--- config.mk ---
export PLATFORM = sky130hd
export DESIGN_NAME = ofcc_norm
export DESIGN_NICKNAME = d
export VERILOG_FILES = /design/src/hdl/ofcc_pkg.sv /design/src/hdl/ofcc_norm.sv
export SDC_FILE = /design/constraint.sdc
export NUM_CORES = 2
export LEC_CHECK = 0
export ABC_AREA = 1
export CORE_ASPECT_RATIO = 1.75
export CORE_MARGIN = 2
export CORE_UTILIZATION = 65
export DETAILED_ROUTE_END_ITERATION = 7
export DONT_BUFFER_PORTS = 1
export PLACE_DENSITY_LB_ADDON = 0.1
export SYNTH_ARGS = -nofsm -noshare
export SYNTH_HDL_FRONTEND = slang
export SYNTH_SLANG_ARGS = --single-unit
--- constraint.sdc ---
create_clock -name clk_i -period 9.15 [get_ports clk_i]
set_clock_uncertainty 0.05 [all_clocks]
set_input_delay 0 -clock clk_i [delete_from_list [all_inputs] [get_ports clk_i]]
set_output_delay 0 -clock clk_i [all_outputs]
set_load 0.02 [all_outputs]
--- src/hdl/ofcc_pkg.sv ---
package ofcc_pkg;

  // Wheel and angle constants.
  localparam int unsigned WheelSize   = 55;
  localparam int unsigned CordicSteps = 16;
  localparam int unsigned SqrtSteps   = 17;
  localparam int unsigned NormStages  = 3;
  localparam int unsigned ShadeStages = 3;
  localparam int unsigned Latency     = NormStages + SqrtSteps + ShadeStages + 1;
  localparam int signed   HalfTurn    = 524288;
  localparam int signed   QuarterTurn = 262144;
  localparam int signed   NormSat     = 131072;

  // Configuration register indexes.
  typedef enum logic [1:0] {
    CFG_NORM_RECIP   = 2'd0,
    CFG_BLEND_ENABLE = 2'd1
  } cfg_reg_e;

  // State carried through the shared square-root and CORDIC stages.
  typedef struct packed {
    logic [32:0]        rem;
    logic [33:0]        root;
    logic signed [32:0] x;
    logic signed [32:0] y;
    logic signed [21:0] z;
    logic               hold;
    logic               in_disk;
  } iter_t;

  localparam logic [17:0] ATAN_UNITS [CordicSteps] = '{
    18'd131072, 18'd77376, 18'd40884, 18'd20753, 18'd10417, 18'd5213, 18'd2607,
    18'd1304, 18'd652, 18'd326, 18'd163, 18'd81, 18'd41, 18'd20, 18'd10, 18'd5
  };

  localparam logic [7:0] WHEEL_R [WheelSize] = '{
    8'd255, 8'd255, 8'd255, 8'd255, 8'd255, 8'd255, 8'd255, 8'd255, 8'd255, 8'd255,
    8'd255, 8'd255, 8'd255, 8'd255, 8'd255,
    8'd255, 8'd213, 8'd170, 8'd128, 8'd85, 8'd43,
    8'd0, 8'd0, 8'd0, 8'd0,
    8'd0, 8'd0, 8'd0, 8'd0, 8'd0, 8'd0, 8'd0, 8'd0, 8'd0, 8'd0, 8'd0,
    8'd0, 8'd19, 8'd39, 8'd58, 8'd78, 8'd98, 8'd117, 8'd137, 8'd156, 8'd176,
    8'd196, 8'd215, 8'd235,
    8'd255, 8'd255, 8'd255, 8'd255, 8'd255, 8'd255
  };

  localparam logic [7:0] WHEEL_G [WheelSize] = '{
    8'd0, 8'd17, 8'd34, 8'd51, 8'd68, 8'd85, 8'd102, 8'd119, 8'd136, 8'd153,
    8'd170, 8'd187, 8'd204, 8'd221, 8'd238,
    8'd255, 8'd255, 8'd255, 8'd255, 8'd255, 8'd255,
    8'd255, 8'd255, 8'd255, 8'd255,
    8'd255, 8'd232, 8'd209, 8'd186, 8'd163, 8'd140, 8'd116, 8'd93, 8'd70, 8'd47, 8'd24,
    8'd0, 8'd0, 8'd0, 8'd0, 8'd0, 8'd0, 8'd0, 8'd0, 8'd0, 8'd0, 8'd0, 8'd0, 8'd0,
    8'd0, 8'd0, 8'd0, 8'd0, 8'd0, 8'd0
  };

  localparam logic [7:0] WHEEL_B [WheelSize] = '{
    8'd0, 8'd0, 8'd0, 8'd0, 8'd0, 8'd0, 8'd0, 8'd0, 8'd0, 8'd0,
    8'd0, 8'd0, 8'd0, 8'd0, 8'd0,
    8'd0, 8'd0, 8'd0, 8'd0, 8'd0, 8'd0,
    8'd0, 8'd63, 8'd127, 8'd191,
    8'd255, 8'd255, 8'd255, 8'd255, 8'd255, 8'd255, 8'd255, 8'd255, 8'd255, 8'd255,
    8'd255,
    8'd255, 8'd255, 8'd255, 8'd255, 8'd255, 8'd255, 8'd255, 8'd255, 8'd255, 8'd255,
    8'd255, 8'd255, 8'd255,
    8'd255, 8'd213, 8'd170, 8'd128, 8'd85, 8'd43
  };

  // Wheel lookup; channel 0 is blue, 1 green, 2 red.
  function automatic logic [7:0] wheel_color(int unsigned ch, logic [5:0] k);
    logic [7:0] c;
    c = 8'd0;
    if (k < 6'(WheelSize)) begin
      case (ch)
        0:       c = WHEEL_B[k];
        1:       c = WHEEL_G[k];
        default: c = WHEEL_R[k];
      endcase
    end
    return c;
  endfunction

  // One restoring square-root step.
  function automatic iter_t sqrt_step(iter_t s, int unsigned i);
    logic [33:0] bitv;
    logic [33:0] trial;
    iter_t       r;
    r     = s;
    bitv  = 34'd1 << (32 - 2 * i);
    trial = s.root + bitv;
    if ({1'b0, s.rem} >= trial) begin
      r.rem  = 33'({1'b0, s.rem} - trial);
      r.root = (s.root >> 1) + bitv;
    end else begin
      r.root = s.root >> 1;
    end
    return r;
  endfunction

  // One vectoring CORDIC step; items on the x axis hold their fixed angle.
  function automatic iter_t cordic_step(iter_t s, int unsigned i);
    iter_t r;
    r = s;
    if (!s.hold) begin
      if (s.y > 0) begin
        r.x = s.x + (s.y >>> i);
        r.y = s.y - (s.x >>> i);
        r.z = s.z + $signed({4'b0, ATAN_UNITS[i]});
      end else begin
        r.x = s.x - (s.y >>> i);
        r.y = s.y + (s.x >>> i);
        r.z = s.z - $signed({4'b0, ATAN_UNITS[i]});
      end
    end
    return r;
  endfunction

endpackage

--- src/hdl/ofcc_norm.sv ---
module ofcc_norm import ofcc_pkg::*; (
  input  logic               clk_i,
  input  logic               rst_ni,
  input  logic               valid_i,
  input  logic signed [15:0] flow_u_i,
  input  logic signed [15:0] flow_v_i,
  input  logic [31:0]        norm_recip_i,
  output logic               valid_o,
  output logic [32:0]        r2_o,
  output logic               inside_o,
  output logic signed [15:0] flow_u_o,
  output logic signed [15:0] flow_v_o
);

  logic [NormStages-1:0] valid_q;
  logic signed [15:0]    u_q [NormStages];
  logic signed [15:0]    v_q [NormStages];
  logic signed [48:0]    prod_u_d, prod_v_d, prod_u_q, prod_v_q;
  logic signed [35:0]    sh_u, sh_v;
  logic signed [18:0]    nu, nv;
  logic signed [37:0]    sq_u_full, sq_v_full;
  logic [34:0]           sq_u_q, sq_v_q;
  logic [35:0]           r2_sum;
  logic                  inside_d, inside_q;
  logic [32:0]           r2_d, r2_q;

  // Stage 1: scale by the reciprocal radius.
  assign prod_u_d = flow_u_i * $signed({1'b0, norm_recip_i});
  assign prod_v_d = flow_v_i * $signed({1'b0, norm_recip_i});

  // Stage 2: floor shift, saturate to 2.0 and square.
  assign sh_u = prod_u_q[48:13];
  assign sh_v = prod_v_q[48:13];

  always_comb begin
    if (sh_u > 36'(NormSat)) begin
      nu = 19'(NormSat);
    end else if (sh_u < -36'(NormSat)) begin
      nu = -19'(NormSat);
    end else begin
      nu = sh_u[18:0];
    end
    if (sh_v > 36'(NormSat)) begin
      nv = 19'(NormSat);
    end else if (sh_v < -36'(NormSat)) begin
      nv = -19'(NormSat);
    end else begin
      nv = sh_v[18:0];
    end
  end

  assign sq_u_full = nu * nu;
  assign sq_v_full = nv * nv;

  // Stage 3: squared radius and unit-circle test; outside items get a zero root.
  assign r2_sum   = {1'b0, sq_u_q} + {1'b0, sq_v_q};
  assign inside_d = (r2_sum <= 36'h1_0000_0000);
  assign r2_d     = inside_d ? r2_sum[32:0] : 33'd0;

  always_ff @(posedge clk_i or negedge rst_ni) begin
    if (!rst_ni) begin
      valid_q <= '0;
    end else begin
      valid_q <= {valid_q[NormStages-2:0], valid_i};
    end
  end

  always_ff @(posedge clk_i) begin
    prod_u_q <= prod_u_d;
    prod_v_q <= prod_v_d;
    sq_u_q   <= sq_u_full[34:0];
    sq_v_q   <= sq_v_full[34:0];
    r2_q     <= r2_d;
    inside_q <= inside_d;
    u_q[0]   <= flow_u_i;
    v_q[0]   <= flow_v_i;
    for (int i = 1; i < NormStages; i++) begin
      u_q[i] <= u_q[i-1];
      v_q[i] <= v_q[i-1];
    end
  end

  assign valid_o  = valid_q[NormStages-1];
  assign r2_o     = r2_q;
  assign inside_o = inside_q;
  assign flow_u_o = u_q[NormStages-1];
  assign flow_v_o = v_q[NormStages-1];

endmodule

# Yosys cells after proc, flatten, opt, wreduce, memory -nomap -nowiden
# Memory sizes are Yosys's and may differ from the RTL's.
# Cells that the tools add are included.
# word_totals
in_bits	67
ramBits	96
out_inout_bits	67
mem_count	2
reg_bits	205
wordCells	23
# memory_table
memory	depth	word_bits	rd	rd_clocked_by_memory_dff	write_ports	line	source
u_q	3	16	3	0	3	ofcc_norm.sv:16	logic signed [15:0] u_q [NormStages];
v_q	3	16	3	0	3	ofcc_norm.sv:17	logic signed [15:0] v_q [NormStages];
# classes
order_cmp	5
n_mul	4
n_mux	4
add_sub_neg	1
# op_table
op	n
16-bit by 33-bit multiplier with 49-bit output	2
19-bit 2-to-1 mux	4
36-bit by 19-bit greater-than comparator with 1-bit output, second input constant	2
36-bit by 18-bit less-than comparator with 1-bit output, second input constant	2
19-bit by 19-bit multiplier with 35-bit output	2
35-bit by 35-bit adder with 36-bit output	1
36-bit by 33-bit less-or-equal comparator with 1-bit output, second input constant	1

# Logic depth before layout (Yosys ltp)
# depth
ltp_word	4
ltp_mapped	40

# Worst setup path after synthesis
# No wires, ideal clock.
# synth_timing
path_kind	register -> register
from	register prod_u_q[20]
to	register sq_u_q[32]
arrival_ps	6933
n_path_buf	2
setup_ps	120
synth_period_minus_slack_ps	7103
stages_incl_launch_ff	33
slack_ps	2047
cell_sequence	dfxtp_1 > buf_2 > inv_2 > nand3_1 > nor4_1 > nand3_1 > nand2_2 > buf_4 > nand3_1 > nor2_1 > inv_1 > fa_1 > inv_1 > fa_1 > inv_1 > fa_1 > inv_1 > fa_1 > fa_1 > fa_1 > inv_1 > fa_1 > inv_1 > ha_1 > nand2_1 > o21ai_0 > a21oi_1 > nand3_1 > a21o_1 > a21boi_0 > o21ai_0 > nand2_1 > nand2_1
# synth_between
elab_chain_len	4
# synth_rtl
item	line	source
from (decl)	ofcc_norm.sv:18	logic signed [48:0] prod_u_d, prod_v_d, prod_u_q, prod_v_q;
from (signal assigned)	ofcc_norm.sv:69	prod_u_q <= prod_u_d;
36-bit by 18-bit less-than comparator with 1-bit output	ofcc_norm.sv:38	end else if (sh_u < -36'(NormSat)) begin
19-bit 2-to-1 mux	ofcc_norm.sv:38	
19-bit 2-to-1 mux (*)	ofcc_norm.sv:36	if (sh_u > 36'(NormSat)) begin
19-bit by 19-bit multiplier with 35-bit output (*)	ofcc_norm.sv:52	assign sq_u_full = nu * nu;
named net sq_u_full[32]	ofcc_norm.sv:21	logic signed [37:0] sq_u_full, sq_v_full;
to (signal assigned)	ofcc_norm.sv:71	sq_u_q <= sq_u_full[34:0];
to (decl)	ofcc_norm.sv:22	logic [34:0] sq_u_q, sq_v_q;
# The timed path passes the listed nets; every way through them passes the cells marked *.
# A chain may end at the register's enable or synchronous reset.

# Worst setup path after layout
# layout_timing
from	register prod_u_q[28]
to	register sq_u_q[29]
# The elaborated chain is that of the path after synthesis.

==> flow_metrics.env <==
export IMPL_antenna_found_initial=18
export IMPL_cp_start_kind="flop"
export IMPL_drc=0
export IMPL_core_area_um2=102000
export IMPL_netlist_area_um2=66500
export IMPL_grt_total_usage_pct=43.3
export IMPL_violations="negative hold slack"
export IMPL_synth_seq_cells=273
export IMPL_hold_class="input pin to flop"
export IMPL_synthToLayoutAreaGrowth_pct=3.69
export IMPL_clk_pin_slew_ps=70
export IMPL_pin_count=134
export IMPL_portBuffers=0
export IMPL_timing_worst_setup_path_type="flop to flop"
export IMPL_rows=155
export IMPL_cp_required_ps=9690
export IMPL_dr_total_vias=53400
export IMPL_die_x_um=246
export IMPL_ant_nets=0
export IMPL_synthCells=8127
export IMPL_drt_iter0_drc=3627
export IMPL_final_area_um2=69000
export IMPL_drv_cap=0
export IMPL_die_y_um=427
export IMPL_wirelength_mm=218
export IMPL_max_freq_ghz=0.114
export IMPL_hold_end="prod_u_q[36]"
export IMPL_placedInstanceArea_um2=67200
export IMPL_seqCellArea_um2=5480
export IMPL_ys_flop_type="dfxtp_1"
export IMPL_syn_nets=10200
export IMPL_routedWlPerCell_um=23.3
export IMPL_layout_drive_gt1_share_pct=2.28
export IMPL_multi_input_area_um2=50900
export IMPL_numCtsBuffers=31
export IMPL_timing_hold_ws_ps=-6.48
export IMPL_start_util_pct=65.3
export IMPL_rsz0062_at_grt="false"
export IMPL_clock_sinks=273
export IMPL_crit_top_cell="inv_1"
export IMPL_grt_start_max_net_pins=35
export IMPL_fillCellCount=8532
export IMPL_reg2reg_depth=31
export IMPL_hp_start="flow_u_i[0]"
export IMPL_htree_num_levels=1
export IMPL_rr_startpoint="prod_u_q[28]"
export IMPL_max_clock_path_buffers=3
export IMPL_via_per_inst=5.71
export IMPL_fin_nets=10100
export IMPL_synthesis_area_per_instance_um2=8.19
export IMPL_grt_overflow=0
export IMPL_end_kind="flop"
export IMPL_critical_path_max_fanout=22
export IMPL_synth_edf_count=0
export IMPL_hold_path_depth=8
export IMPL_worstPathArrival_ps=9300
export IMPL_post_cts_buffers=0
export IMPL_period_needed_ps=8760
export IMPL_cts_root_buf="clkbuf_16"
export IMPL_setup_viol=0
export IMPL_gp_congestion=1.09
export IMPL_status="finished, violations left"
export IMPL_postLayoutCoreUtil_pct=67.7
export IMPL_insertion_delay_ps=710
export IMPL_worstMarginPinSlew_ps=886
export IMPL_cts_tree="done"
export IMPL_synth_cell_types=57
export IMPL_crit_slowest_cell="fa_1"
export IMPL_async_reset_ff_share_pct=1.10
export IMPL_die_area_um2=105000
export IMPL_cpPeakStageDelay_ps=680
export IMPL_ys_seq_area_share_pct=8.24
export IMPL_drt_pass1_iterations=6
export IMPL_grt_pass1_vias=59200
export IMPL_timing_final_crit_share_pct=95.7
export IMPL_ys_warnings_count=0
export IMPL_reg2reg_slack_ps=390
export IMPL_relSlewSlack_pct=40.6
export IMPL_slew_violations=0
export IMPL_hold_violations=1
export IMPL_grt_first_pass_wirelength_mm=334
export IMPL_timing_rr_end="sq_u_q[29]"
export IMPL_dp_hpwl_mm=175
[flip-flops by register name, summed over array words and instances, names as in the netlist]
name      count
u_q          48
valid_q       3
prod_v_q     36
prod_u_q     36
v_q          48
inside_o      1
r2_o         33
sq_v_q       34
sq_u_q       34
[layout make-up]
| type | count | share of cell area (%) |
|---|---|---|
| Multi-Input combinational cell | 5205 | 73.8 |
| Inverter | 2384 | 13.0 |
| Sequential cell | 273 | 7.95 |
| Tap cell | 1334 | 2.42 |
| Timing Repair Buffer | 94 | 1.29 |
| Clock buffer | 37 | 1.20 |
| Clock inverter | 21 | 0.339 |
| Antenna cell | 10 | 0.0363 |
[cells in the final DEF (no fill, tap or decap), drive strengths merged, types with 10 or more instances in the layout]
cell and count:
xor2 116, buf 25, ha 556, dfxtp 270, nand3 131, clkinv 24, a21oi 260, o21a 18
clkbuf 37, o21ai 134, nand2 1759, fa 1463, diode 10, inv 2379, nor4 15, nor2 471
o21bai 17, dlygate4sd3 69, nor3 29, a21o 22, a31oi 30, xnor2 68, nand4 65
[through the flow]
stage          hold WS [ps]  TNS, ps  worst slack (ps)  std cells
2_1_floorplan          -346        0              2050       8127
3_3_place_gp           -346        0              16.2       9221
3_5_place_dp           -346    -25.2             -25.2       9221
4_1_cts                3.07        0               328       9348
5_1_grt                37.4        0              14.4       9348
6_report              -6.48        0               392       9358
[how the worst max path moves through the flow]
stage | startpoint | endpoint | slack [ps]
after floorplan | prod_u_q[20] | sq_u_q[32] | 2050
after global placement | prod_u_q[20] | sq_u_q[29] | 20
after detailed placement | prod_u_q[20] | sq_u_q[29] | -30
after CTS | prod_u_q[20] | sq_u_q[29] | 330
after global routing | prod_u_q[28] | sq_u_q[29] | 10
final | prod_u_q[28] | sq_u_q[29] | 390
[layer usage]
layer	GRT usage [%]	wire, µm	share of wire, %
met2	75.8	110000	50
met4	41.2	26100	12
met3	10.2	17300	7.9
met5	0	35	0.016
met1	41.3	64600	30
[worst max-delay path, delay by kind of cell (launching register included)]
family,cells,cell delay [ps]
buf+inv,8,1060
xor+xnor,1,140
compound gates,1,90
simple gates,13,3090
flops,1,450
fa+ha+maj,8,3750
[cell usage after synthesis (64+ instances only)]
master / count / area, µm²
xnor2_1: 68 / 596
inv_1: 2349 / 8820
a21oi_1: 231 / 1160
clkbuf_1: 204 / 766
ha_1: 556 / 6960
dfxtp_1: 270 / 5410
xor2_1: 116 / 1020
o21ai_0: 130 / 651
nand4_1: 64 / 400
nand2_1: 1751 / 6570
nand3_1: 128 / 641
fa_1: 1463 / 29300
nor2_1: 437 / 1640
[what timing repair did]
item / 4_1_cts / 5_1_grt
resized for setup: 1 / 1
hold buffers: 69 / 0
endpoints found under the setup margin: 1 / 2
gates cloned: 0 / 0
endpoints found under the hold margin: 46 / 0
pin swaps: 0 / 1
[logic make-up (layout without fill, tap and decap cells)]
kind of cell / after synthesis / in the layout / synth area share [%]
other cells: 0 / 10 / 0
fa+ha+maj: 2019 / 2019 / 54.5
simple gates: 2489 / 2489 / 15.1
xor+xnor: 184 / 184 / 2.42
compound gates: 513 / 513 / 4.45
buf+inv: 2649 / 2536 / 15.3
flops: 273 / 273 / 8.24
Power is not shown: default switching activity piles up to over one toggle a cycle in this logic, so the estimate is an artifact.
