--- config.mk ---
export PLATFORM = sky130hd
export DESIGN_NAME = ofcc_shade
export DESIGN_NICKNAME = d
export VERILOG_FILES = /design/src/hdl/ofcc_pkg.sv /design/src/hdl/ofcc_shade.sv
export SDC_FILE = /design/constraint.sdc
export NUM_CORES = 2
export LEC_CHECK = 0
export ABC_CLOCK_PERIOD_IN_PS = 11800
export BUFFER_PORTS_ARGS = -buffer_cell sky130_fd_sc_hd__buf_4
export CAP_MARGIN = 20
export CORE_MARGIN = 1.5
export CORE_UTILIZATION = 40
export CTS_CLUSTER_SIZE = 12
export DETAILED_ROUTE_END_ITERATION = 6
export GPL_TIMING_DRIVEN = 1
export HOLD_SLACK_MARGIN = 0.06
export PLACE_DENSITY_LB_ADDON = 0.1
export SETUP_SLACK_MARGIN = 0.3
export SYNTH_ARGS = -nofsm -noshare
export SYNTH_HDL_FRONTEND = slang
export SYNTH_SLANG_ARGS = --single-unit
--- constraint.sdc ---
create_clock -name clk_i -period 11.8 [get_ports clk_i]
set_input_delay 2.36 -clock clk_i [delete_from_list [all_inputs] [get_ports clk_i]]
set_output_delay 2.36 -clock clk_i [all_outputs]
set_load 0.005 [all_outputs]
--- src/hdl/ofcc_pkg.sv ---
package ofcc_pkg;

  // Wheel and angle constants.
  localparam int unsigned WheelSize   = 55;
  localparam int unsigned CordicSteps = 16;
  localparam int unsigned SqrtSteps   = 17;
  localparam int unsigned NormStages  = 3;
  localparam int unsigned ShadeStages = 3;
  localparam int unsigned Latency     = NormStages + SqrtSteps + ShadeStages + 1;
  localparam int signed   HalfTurn    = 524288;
  localparam int signed   QuarterTurn = 262144;
  localparam int signed   NormSat     = 131072;

  // Configuration register indexes.
  typedef enum logic [1:0] {
    CFG_NORM_RECIP   = 2'd0,
    CFG_BLEND_ENABLE = 2'd1
  } cfg_reg_e;

  // State carried through the shared square-root and CORDIC stages.
  typedef struct packed {
    logic [32:0]        rem;
    logic [33:0]        root;
    logic signed [32:0] x;
    logic signed [32:0] y;
    logic signed [21:0] z;
    logic               hold;
    logic               in_disk;
  } iter_t;

  localparam logic [17:0] ATAN_UNITS [CordicSteps] = '{
    18'd131072, 18'd77376, 18'd40884, 18'd20753, 18'd10417, 18'd5213, 18'd2607,
    18'd1304, 18'd652, 18'd326, 18'd163, 18'd81, 18'd41, 18'd20, 18'd10, 18'd5
  };

  localparam logic [7:0] WHEEL_R [WheelSize] = '{
    8'd255, 8'd255, 8'd255, 8'd255, 8'd255, 8'd255, 8'd255, 8'd255, 8'd255, 8'd255,
    8'd255, 8'd255, 8'd255, 8'd255, 8'd255,
    8'd255, 8'd213, 8'd170, 8'd128, 8'd85, 8'd43,
    8'd0, 8'd0, 8'd0, 8'd0,
    8'd0, 8'd0, 8'd0, 8'd0, 8'd0, 8'd0, 8'd0, 8'd0, 8'd0, 8'd0, 8'd0,
    8'd0, 8'd19, 8'd39, 8'd58, 8'd78, 8'd98, 8'd117, 8'd137, 8'd156, 8'd176,
    8'd196, 8'd215, 8'd235,
    8'd255, 8'd255, 8'd255, 8'd255, 8'd255, 8'd255
  };

  localparam logic [7:0] WHEEL_G [WheelSize] = '{
    8'd0, 8'd17, 8'd34, 8'd51, 8'd68, 8'd85, 8'd102, 8'd119, 8'd136, 8'd153,
    8'd170, 8'd187, 8'd204, 8'd221, 8'd238,
    8'd255, 8'd255, 8'd255, 8'd255, 8'd255, 8'd255,
    8'd255, 8'd255, 8'd255, 8'd255,
    8'd255, 8'd232, 8'd209, 8'd186, 8'd163, 8'd140, 8'd116, 8'd93, 8'd70, 8'd47, 8'd24,
    8'd0, 8'd0, 8'd0, 8'd0, 8'd0, 8'd0, 8'd0, 8'd0, 8'd0, 8'd0, 8'd0, 8'd0, 8'd0,
    8'd0, 8'd0, 8'd0, 8'd0, 8'd0, 8'd0
  };

  localparam logic [7:0] WHEEL_B [WheelSize] = '{
    8'd0, 8'd0, 8'd0, 8'd0, 8'd0, 8'd0, 8'd0, 8'd0, 8'd0, 8'd0,
    8'd0, 8'd0, 8'd0, 8'd0, 8'd0,
    8'd0, 8'd0, 8'd0, 8'd0, 8'd0, 8'd0,
    8'd0, 8'd63, 8'd127, 8'd191,
    8'd255, 8'd255, 8'd255, 8'd255, 8'd255, 8'd255, 8'd255, 8'd255, 8'd255, 8'd255,
    8'd255,
    8'd255, 8'd255, 8'd255, 8'd255, 8'd255, 8'd255, 8'd255, 8'd255, 8'd255, 8'd255,
    8'd255, 8'd255, 8'd255,
    8'd255, 8'd213, 8'd170, 8'd128, 8'd85, 8'd43
  };

  // Wheel lookup; channel 0 is blue, 1 green, 2 red.
  function automatic logic [7:0] wheel_color(int unsigned ch, logic [5:0] k);
    logic [7:0] c;
    c = 8'd0;
    if (k < 6'(WheelSize)) begin
      case (ch)
        0:       c = WHEEL_B[k];
        1:       c = WHEEL_G[k];
        default: c = WHEEL_R[k];
      endcase
    end
    return c;
  endfunction

  // One restoring square-root step.
  function automatic iter_t sqrt_step(iter_t s, int unsigned i);
    logic [33:0] bitv;
    logic [33:0] trial;
    iter_t       r;
    r     = s;
    bitv  = 34'd1 << (32 - 2 * i);
    trial = s.root + bitv;
    if ({1'b0, s.rem} >= trial) begin
      r.rem  = 33'({1'b0, s.rem} - trial);
      r.root = (s.root >> 1) + bitv;
    end else begin
      r.root = s.root >> 1;
    end
    return r;
  endfunction

  // One vectoring CORDIC step; items on the x axis hold their fixed angle.
  function automatic iter_t cordic_step(iter_t s, int unsigned i);
    iter_t r;
    r = s;
    if (!s.hold) begin
      if (s.y > 0) begin
        r.x = s.x + (s.y >>> i);
        r.y = s.y - (s.x >>> i);
        r.z = s.z + $signed({4'b0, ATAN_UNITS[i]});
      end else begin
        r.x = s.x - (s.y >>> i);
        r.y = s.y + (s.x >>> i);
        r.z = s.z - $signed({4'b0, ATAN_UNITS[i]});
      end
    end
    return r;
  endfunction

endpackage

--- src/hdl/ofcc_shade.sv ---
module ofcc_shade import ofcc_pkg::*; (
  input  logic               clk_i,
  input  logic               rst_ni,
  input  logic               valid_i,
  input  logic [16:0]        root_i,
  input  logic signed [21:0] angle_i,
  input  logic               inside_i,
  output logic               valid_o,
  output logic [7:0]         color_o [3]
);

  logic [ShadeStages-1:0] valid_q;
  logic signed [21:0]     zc, zs;
  logic [26:0]            t;
  logic [6:0]             k0_raw;
  logic [5:0]             k0, k1;
  logic [7:0]             c0_q [3];
  logic [7:0]             c1_q [3];
  logic [19:0]            f_q;
  logic [16:0]            root_q [2];
  logic                   inside_q [2];
  logic signed [8:0]      diff [3];
  logic signed [29:0]     part [3];
  logic signed [29:0]     mix [3];
  logic [27:0]            c_q [3];
  logic [27:0]            d [3];
  logic [45:0]            p [3];
  logic [45:0]            pc [3];
  logic [9:0]             q [3];
  logic [29:0]            c3 [3];
  logic [7:0]             o_d [3];
  logic [7:0]             o_q [3];

  // Stage 1: clamp the angle, split it into wheel index and fraction.
  always_comb begin
    if (angle_i > 22'(HalfTurn)) begin
      zc = 22'(HalfTurn);
    end else if (angle_i < -22'(HalfTurn)) begin
      zc = -22'(HalfTurn);
    end else begin
      zc = angle_i;
    end
    zs     = zc + 22'(HalfTurn);
    t      = 27'(zs[20:0]) * 27'd54;
    k0_raw = t[26:20];
    k0     = (k0_raw >= 7'(WheelSize)) ? 6'(WheelSize - 1) : k0_raw[5:0];
    k1     = (k0 == 6'(WheelSize - 1)) ? 6'd0 : k0 + 6'd1;
  end

  // Stage 2 and 3 per channel: interpolate, then desaturate or dim.
  always_comb begin
    for (int ch = 0; ch < 3; ch++) begin
      diff[ch] = $signed({1'b0, c1_q[ch]}) - $signed({1'b0, c0_q[ch]});
      part[ch] = diff[ch] * $signed({1'b0, f_q});
      mix[ch]  = $signed({2'b00, c0_q[ch], 20'd0}) + part[ch];
      d[ch]    = 28'd267386880 - c_q[ch];
      p[ch]    = 46'(root_q[1]) * 46'(d[ch]);
      pc[ch]   = p[ch] + 46'h0F_FFFF_FFFF;
      q[ch]    = pc[ch][45:36];
      c3[ch]   = 30'(c_q[ch]) * 30'd3;
      o_d[ch]  = inside_q[1] ? 8'(10'd255 - q[ch]) : c3[ch][29:22];
    end
  end

  always_ff @(posedge clk_i or negedge rst_ni) begin
    if (!rst_ni) begin
      valid_q <= '0;
    end else begin
      valid_q <= {valid_q[ShadeStages-2:0], valid_i};
    end
  end

  always_ff @(posedge clk_i) begin
    f_q         <= t[19:0];
    root_q[0]   <= root_i;
    root_q[1]   <= root_q[0];
    inside_q[0] <= inside_i;
    inside_q[1] <= inside_q[0];
    for (int ch = 0; ch < 3; ch++) begin
      c0_q[ch] <= wheel_color(ch, k0);
      c1_q[ch] <= wheel_color(ch, k1);
      c_q[ch]  <= mix[ch][27:0];
      o_q[ch]  <= o_d[ch];
    end
  end

  assign valid_o = valid_q[ShadeStages-1];
  assign color_o = o_q;

endmodule

; ---- Word-level counts from Yosys, hierarchy flattened
; Memories as Yosys holds them, arrays and structs flattened.
; Cells that the tools add are included.
[word_totals]
ff_bits = 46
ram_bits = 168
romBits = 3072
input_bits = 43
out_inout_bits = 25
word_cells = 78
memories = 11
[classes]
addsub = 17
mul = 10
magnitude_cmp = 7
n_eq_ne = 1
n_mux = 25
bitwise = 2
[mem_list]
columns = memory, depth, width, read_ports, rd_ports_with_merged_regs, write_ports, line
row1 = (no name shown), 64, 8, 1, 0, 0, ofcc_pkg.sv:76  ; 1: c = WHEEL_G[k];
row2 = (no name shown), 64, 8, 1, 0, 0, ofcc_pkg.sv:75  ; 0: c = WHEEL_B[k];
row3 = (no name shown), 64, 8, 1, 0, 0, ofcc_pkg.sv:77  ; default: c = WHEEL_R[k];
row4 = (no name shown), 64, 8, 1, 0, 0, ofcc_pkg.sv:75
row5 = (no name shown), 64, 8, 1, 0, 0, ofcc_pkg.sv:77
row6 = (no name shown), 64, 8, 1, 0, 0, ofcc_pkg.sv:76
row7 = 5 more memories, n/a, n/a, n/a, n/a, n/a, n/a
[ops]
columns = operator, count
row1 = $mux W8, 21
row2 = $add A44 B36 Y44 const B, 3
row3 = $mul A17 B28 Y44, 3
row4 = $mul A28 B2 Y30 const B, 3
row5 = $add A28 B28 Y28, 3
row6 = $sub A28 B28 Y28 const A, 3
row7 = $mul A9 B20 Y27, 3
row8 = $mux W21, 2
row9 = $sub A8 B8 Y9, 3
row10 = $mul A21 B5 Y26 const B, 1
row11 = $sub A8 B8 Y8 const A, 3
row12 = $gt A22 B21 Y1 const B, 1
row13 = $lt A22 B20 Y1 const B, 1
row14 = $add A21 B21 Y21 const B, 1
row15 = $ge A7 B7 Y1 const B, 2
row16 = $not A6 Y7, 2
row17 = $lt A6 B6 Y1 const B, 2
row18 = $mux W6, 2
row19 = $ge A7 B6 Y1 const B, 1
row20 = $add A6 B1 Y6 const B, 1
row21 = $eq A6 B6 Y1 const B, 1

; ---- Logic depth before layout (Yosys ltp)
[logic_depth]
depth_word = 14
mapped_depth = 42

; ---- Worst setup path before layout
; No wires, ideal clock.
[synth_timing]
path_kind = input to register
start = input angle_i[11]
end = memory c1_q[0][6]
setup_time_ps = 70
arrival_ps = 9758
required_time_ps = 11730
setup_slack_ps = 1973
stages = 32
n_path_buf = 8
cell_sequence = clkbuf_1 -> or4_1 -> nor4_1 -> o21a_1 -> clkbuf_1 -> clkbuf_1 -> and2_1 -> ha_1 -> fa_1 -> inv_1 -> fa_1 -> inv_1 -> ha_1 -> nand3_1 -> or2_2 -> or2_2 -> nand4b_4 -> a31oi_2 -> or4_1 -> a221o_1 -> buf_6 -> a31oi_2 -> buf_2 -> buf_4 -> ha_1 -> inv_1 -> ha_1 -> clkbuf_1 -> clkbuf_1 -> nand2_1 -> a221o_1 -> a21oi_1
[synth_rtl]
columns = element, line
row1 = from (decl), ofcc_shade.sv:6  ; input logic signed [21:0] angle_i,
row2 = to (decl), ofcc_shade.sv:18  ; logic [7:0] c1_q [3];

==> results.json <==
{
  "arrival_ps": 10700,
  "die_width_um": 426,
  "wl_met3_mm": 7.23,
  "max-slew-margin-rel_pct": 26.5,
  "wl_met1_mm": 88.0,
  "synth_top_area_share_pct": 43.3,
  "rr_worst_depth": 41,
  "hold_path.class": "reg2reg",
  "crit_buf_inv": 5,
  "cts_root_buf": "clkbuf_16",
  "synthMuxAreaShare_pct": 0.158,
  "async_flop_share_pct": 1.46,
  "layout.nets": 10400,
  "synthesis.nets": 10500,
  "finalMaxSlewViolations": 0,
  "clk_latency_ps": 640,
  "setup-tns-final_ps": 0,
  "synth_area_mm2": 0.0715,
  "synth_seq_cells": 205,
  "syn_avg_cell_area_um2": 8.86,
  "grt_pass1_vias": 56800,
  "grt_overflow": 0,
  "synthAdderAreaFrac_pct": 57.6,
  "hp-start": "root_q[0][3]",
  "fin_ws_ps": 1580,
  "instances_no_fill": 10300,
  "ant_nets": 0,
  "synth-edff-count": 0,
  "clk_pin_slew_ps": 50,
  "dieArea_mm2": 0.181,
  "holdPathStages": 0,
  "synth_warnings": 0,
  "vias_per_cell": 5.00,
  "drt-total-wl_mm": 196,
  "critPathLaunchType": "input pin",
  "crit_slowest_cell": "nor4_1",
  "antenna_found_initial": 2,
  "status": "finished, final reports clean",
  "drt_iter0_markers": 2334,
  "hold_path_end": "root_q[0][20]",
  "cts_sinks": 205,
  "clock_path_buffers": 3,
  "finalCoreUtilization_pct": 43.0,
  "synth_area_leaders": "fa_1, ha_1, inv_1",
  "grtUsageTotal_pct": 22.5,
  "cpLargestDelayFamily": "simple AND/OR/NAND/NOR gates",
  "r2r_slack_ps": 2310,
  "grt_setup_unrepaired": "no",
  "synth_top_cell_by_area": "fa_1",
  "vias": 51700,
  "dpl.hpwl_mm": 148,
  "max_freq_mhz": 97.9,
  "worst_pin_slew_ps": 1100,
  "path_class": "in2reg",
  "synth-simple-area-share_pct": 15.8,
  "synth_top_family_by_area": "adder cells",
  "drive_gt1_share_pct": 4.39,
  "worstReg2RegStart": "c0_q[0][9]",
  "core_area_mm2": 0.177,
  "syn-instance-count": 8066,
  "synth_cell_types": 93,
  "period_share_pct": 86.6,
  "setup_violations": 0,
  "cp_slowest_stage_delay_ps": 600,
  "grt_max_degree": 61,
  "hold_buffers": 0,
  "ys.flop_type": "dfxtp_1",
  "hold_violations": 0,
  "yosysSeqAreaShare_pct": 5.76,
  "critPathCaptureType": "register",
  "area_growth_syn_to_layout_pct": 6.38,
  "cap_violations": 0,
  "finalClockSkew_ps": 39.8,
  "dp_cells": 10300,
  "top_layer_used": "met4",
  "place_congestion": 0.831,
  "critPathMaxFanout": 15,
  "htree_levels": 2,
  "wl_met2_mm": 95.2,
  "cts_tree": "yes",
  "crit_top_cell": "ha_1",
  "synth_compound_area_share_pct": 5.90,
  "synth_common_cells": "inv_1, fa_1, nand2_1",
  "grt_pass1_wl_mm": 319,
  "timing.rr.end": "c_q[0][55]",
  "drc": 0,
  "first_pass_iters": 5,
  "synth_most_common_cell": "inv_1",
  "required_ps": 12280,
  "start_util_pct": 40.4,
  "synth_xor_area_share_pct": 3.33,
  "place_ws_ps": 986,
  "post_cts_resized": 0,
  "cts_setup_buffers": 0,
  "rows": 154,
  "period_minus_slack_ps": 10220,
  "routedWlPerCell_um": 18.9,
  "io_buffers": 67,
  "cts_buffers": 35,
  "die_y_um": 426,
  "ios": 68
}
## cells by family after synthesis
group / after synthesis
compound gates: 640
xor+xnor: 271
fa+ha+maj: 2365
buf+inv: 2163
flops: 205
mux: 11
simple gates: 2411
## per-stage QoR
step	cell area [µm²]	hold WS (ps)
2_1_floorplan	71500	310
3_3_place_gp	74900	312
3_5_place_dp	74900	312
4_1_cts	76000	324
5_1_grt	76000	332
6_report	76100	323
## worst max-delay path by stage
| stage | start | endpoint | slack (ps) | cells past startpoint |
|---|---|---|---|---|
| 3_3_place_gp | angle_i[0] | c1_q[0][17] | 1040 | 29 |
| 4_1_cts | angle_i[0] | c1_q[0][12] | 1630 | 31 |
| 5_1_grt | angle_i[0] | c1_q[0][21] | 970 | 32 |
| 2_1_floorplan | angle_i[11] | c1_q[0][6] | 1970 | 32 |
| 3_5_place_dp | angle_i[0] | c1_q[0][19] | 990 | 29 |
| 6_report | angle_i[0] | c1_q[0][19] | 1580 | 29 |
## final cells by class
cell class / instances / area, µm²
multi-input combinational: 5698 / 59300
clock buffer: 48 / 996
inverter: 1808 / 6790
timing repair buffer: 225 / 1710
sequential: 205 / 4180
antenna: 3 / 7.51
clock inverter: 14 / 150
fill: 17800 / 101000
tap: 2340 / 2930
## registers in the layout (all words and copies together) (netlist names)
signal	cells
c1_q	21
valid_q	3
root_q	34
c_q	81
color_o	24
inside_q	2
c0_q	21
f_q	19
## worst register-to-register path: cells and delay by family (launching register included)
| kind | cells | cell delay [ps] |
|---|---|---|
| AOI/OAI and AO/OA | 17 | 3170 |
| xor gates and xnor gates | 5 | 890 |
| adders and majority gates | 8 | 3340 |
| buffers and inverters | 6 | 630 |
| DFF | 1 | 530 |
| and+or+nand+nor | 5 | 820 |
## metal layers
layer / vias up / global-route usage [%]
met1: 26700 / 30.2
met2: 921 / 38.8
li1: 23900 / -
met4: 0 / 5.93
met5: - / 0
met3: 200 / 2.33
## layout by cell type, fill, tap and decap left out, drive strengths merged, types with 9 or more instances in the layout
cell type | synthesis | final
nand3 | 69 | 69
inv | 1805 | 1810
a31oi | 33 | 33
o211ai | 15 | 15
nand2 | 1351 | 1351
nor2b | 30 | 30
a21o | 83 | 83
a21oi | 188 | 188
ha | 816 | 816
a21boi | 9 | 9
clkbuf | 339 | 48
buf | 16 | 225
and3 | 29 | 29
nor3 | 44 | 44
o21ai | 118 | 118
a211oi | 17 | 17
o22ai | 16 | 16
nand2b | 101 | 101
o21bai | 35 | 35
and2 | 569 | 569
or3 | 21 | 21
clkinv | 3 | 10
dfxtp | 202 | 202
fa | 1547 | 1547
nor2 | 136 | 136
o21a | 29 | 29
xor2 | 66 | 66
xnor2 | 205 | 205
mux2i | 9 | 9
nand4 | 20 | 20
a2111oi | 9 | 9
Power is left out: the tool's default activity adds up to more than one toggle a clock period on the data nets, which glitch-free logic cannot reach.
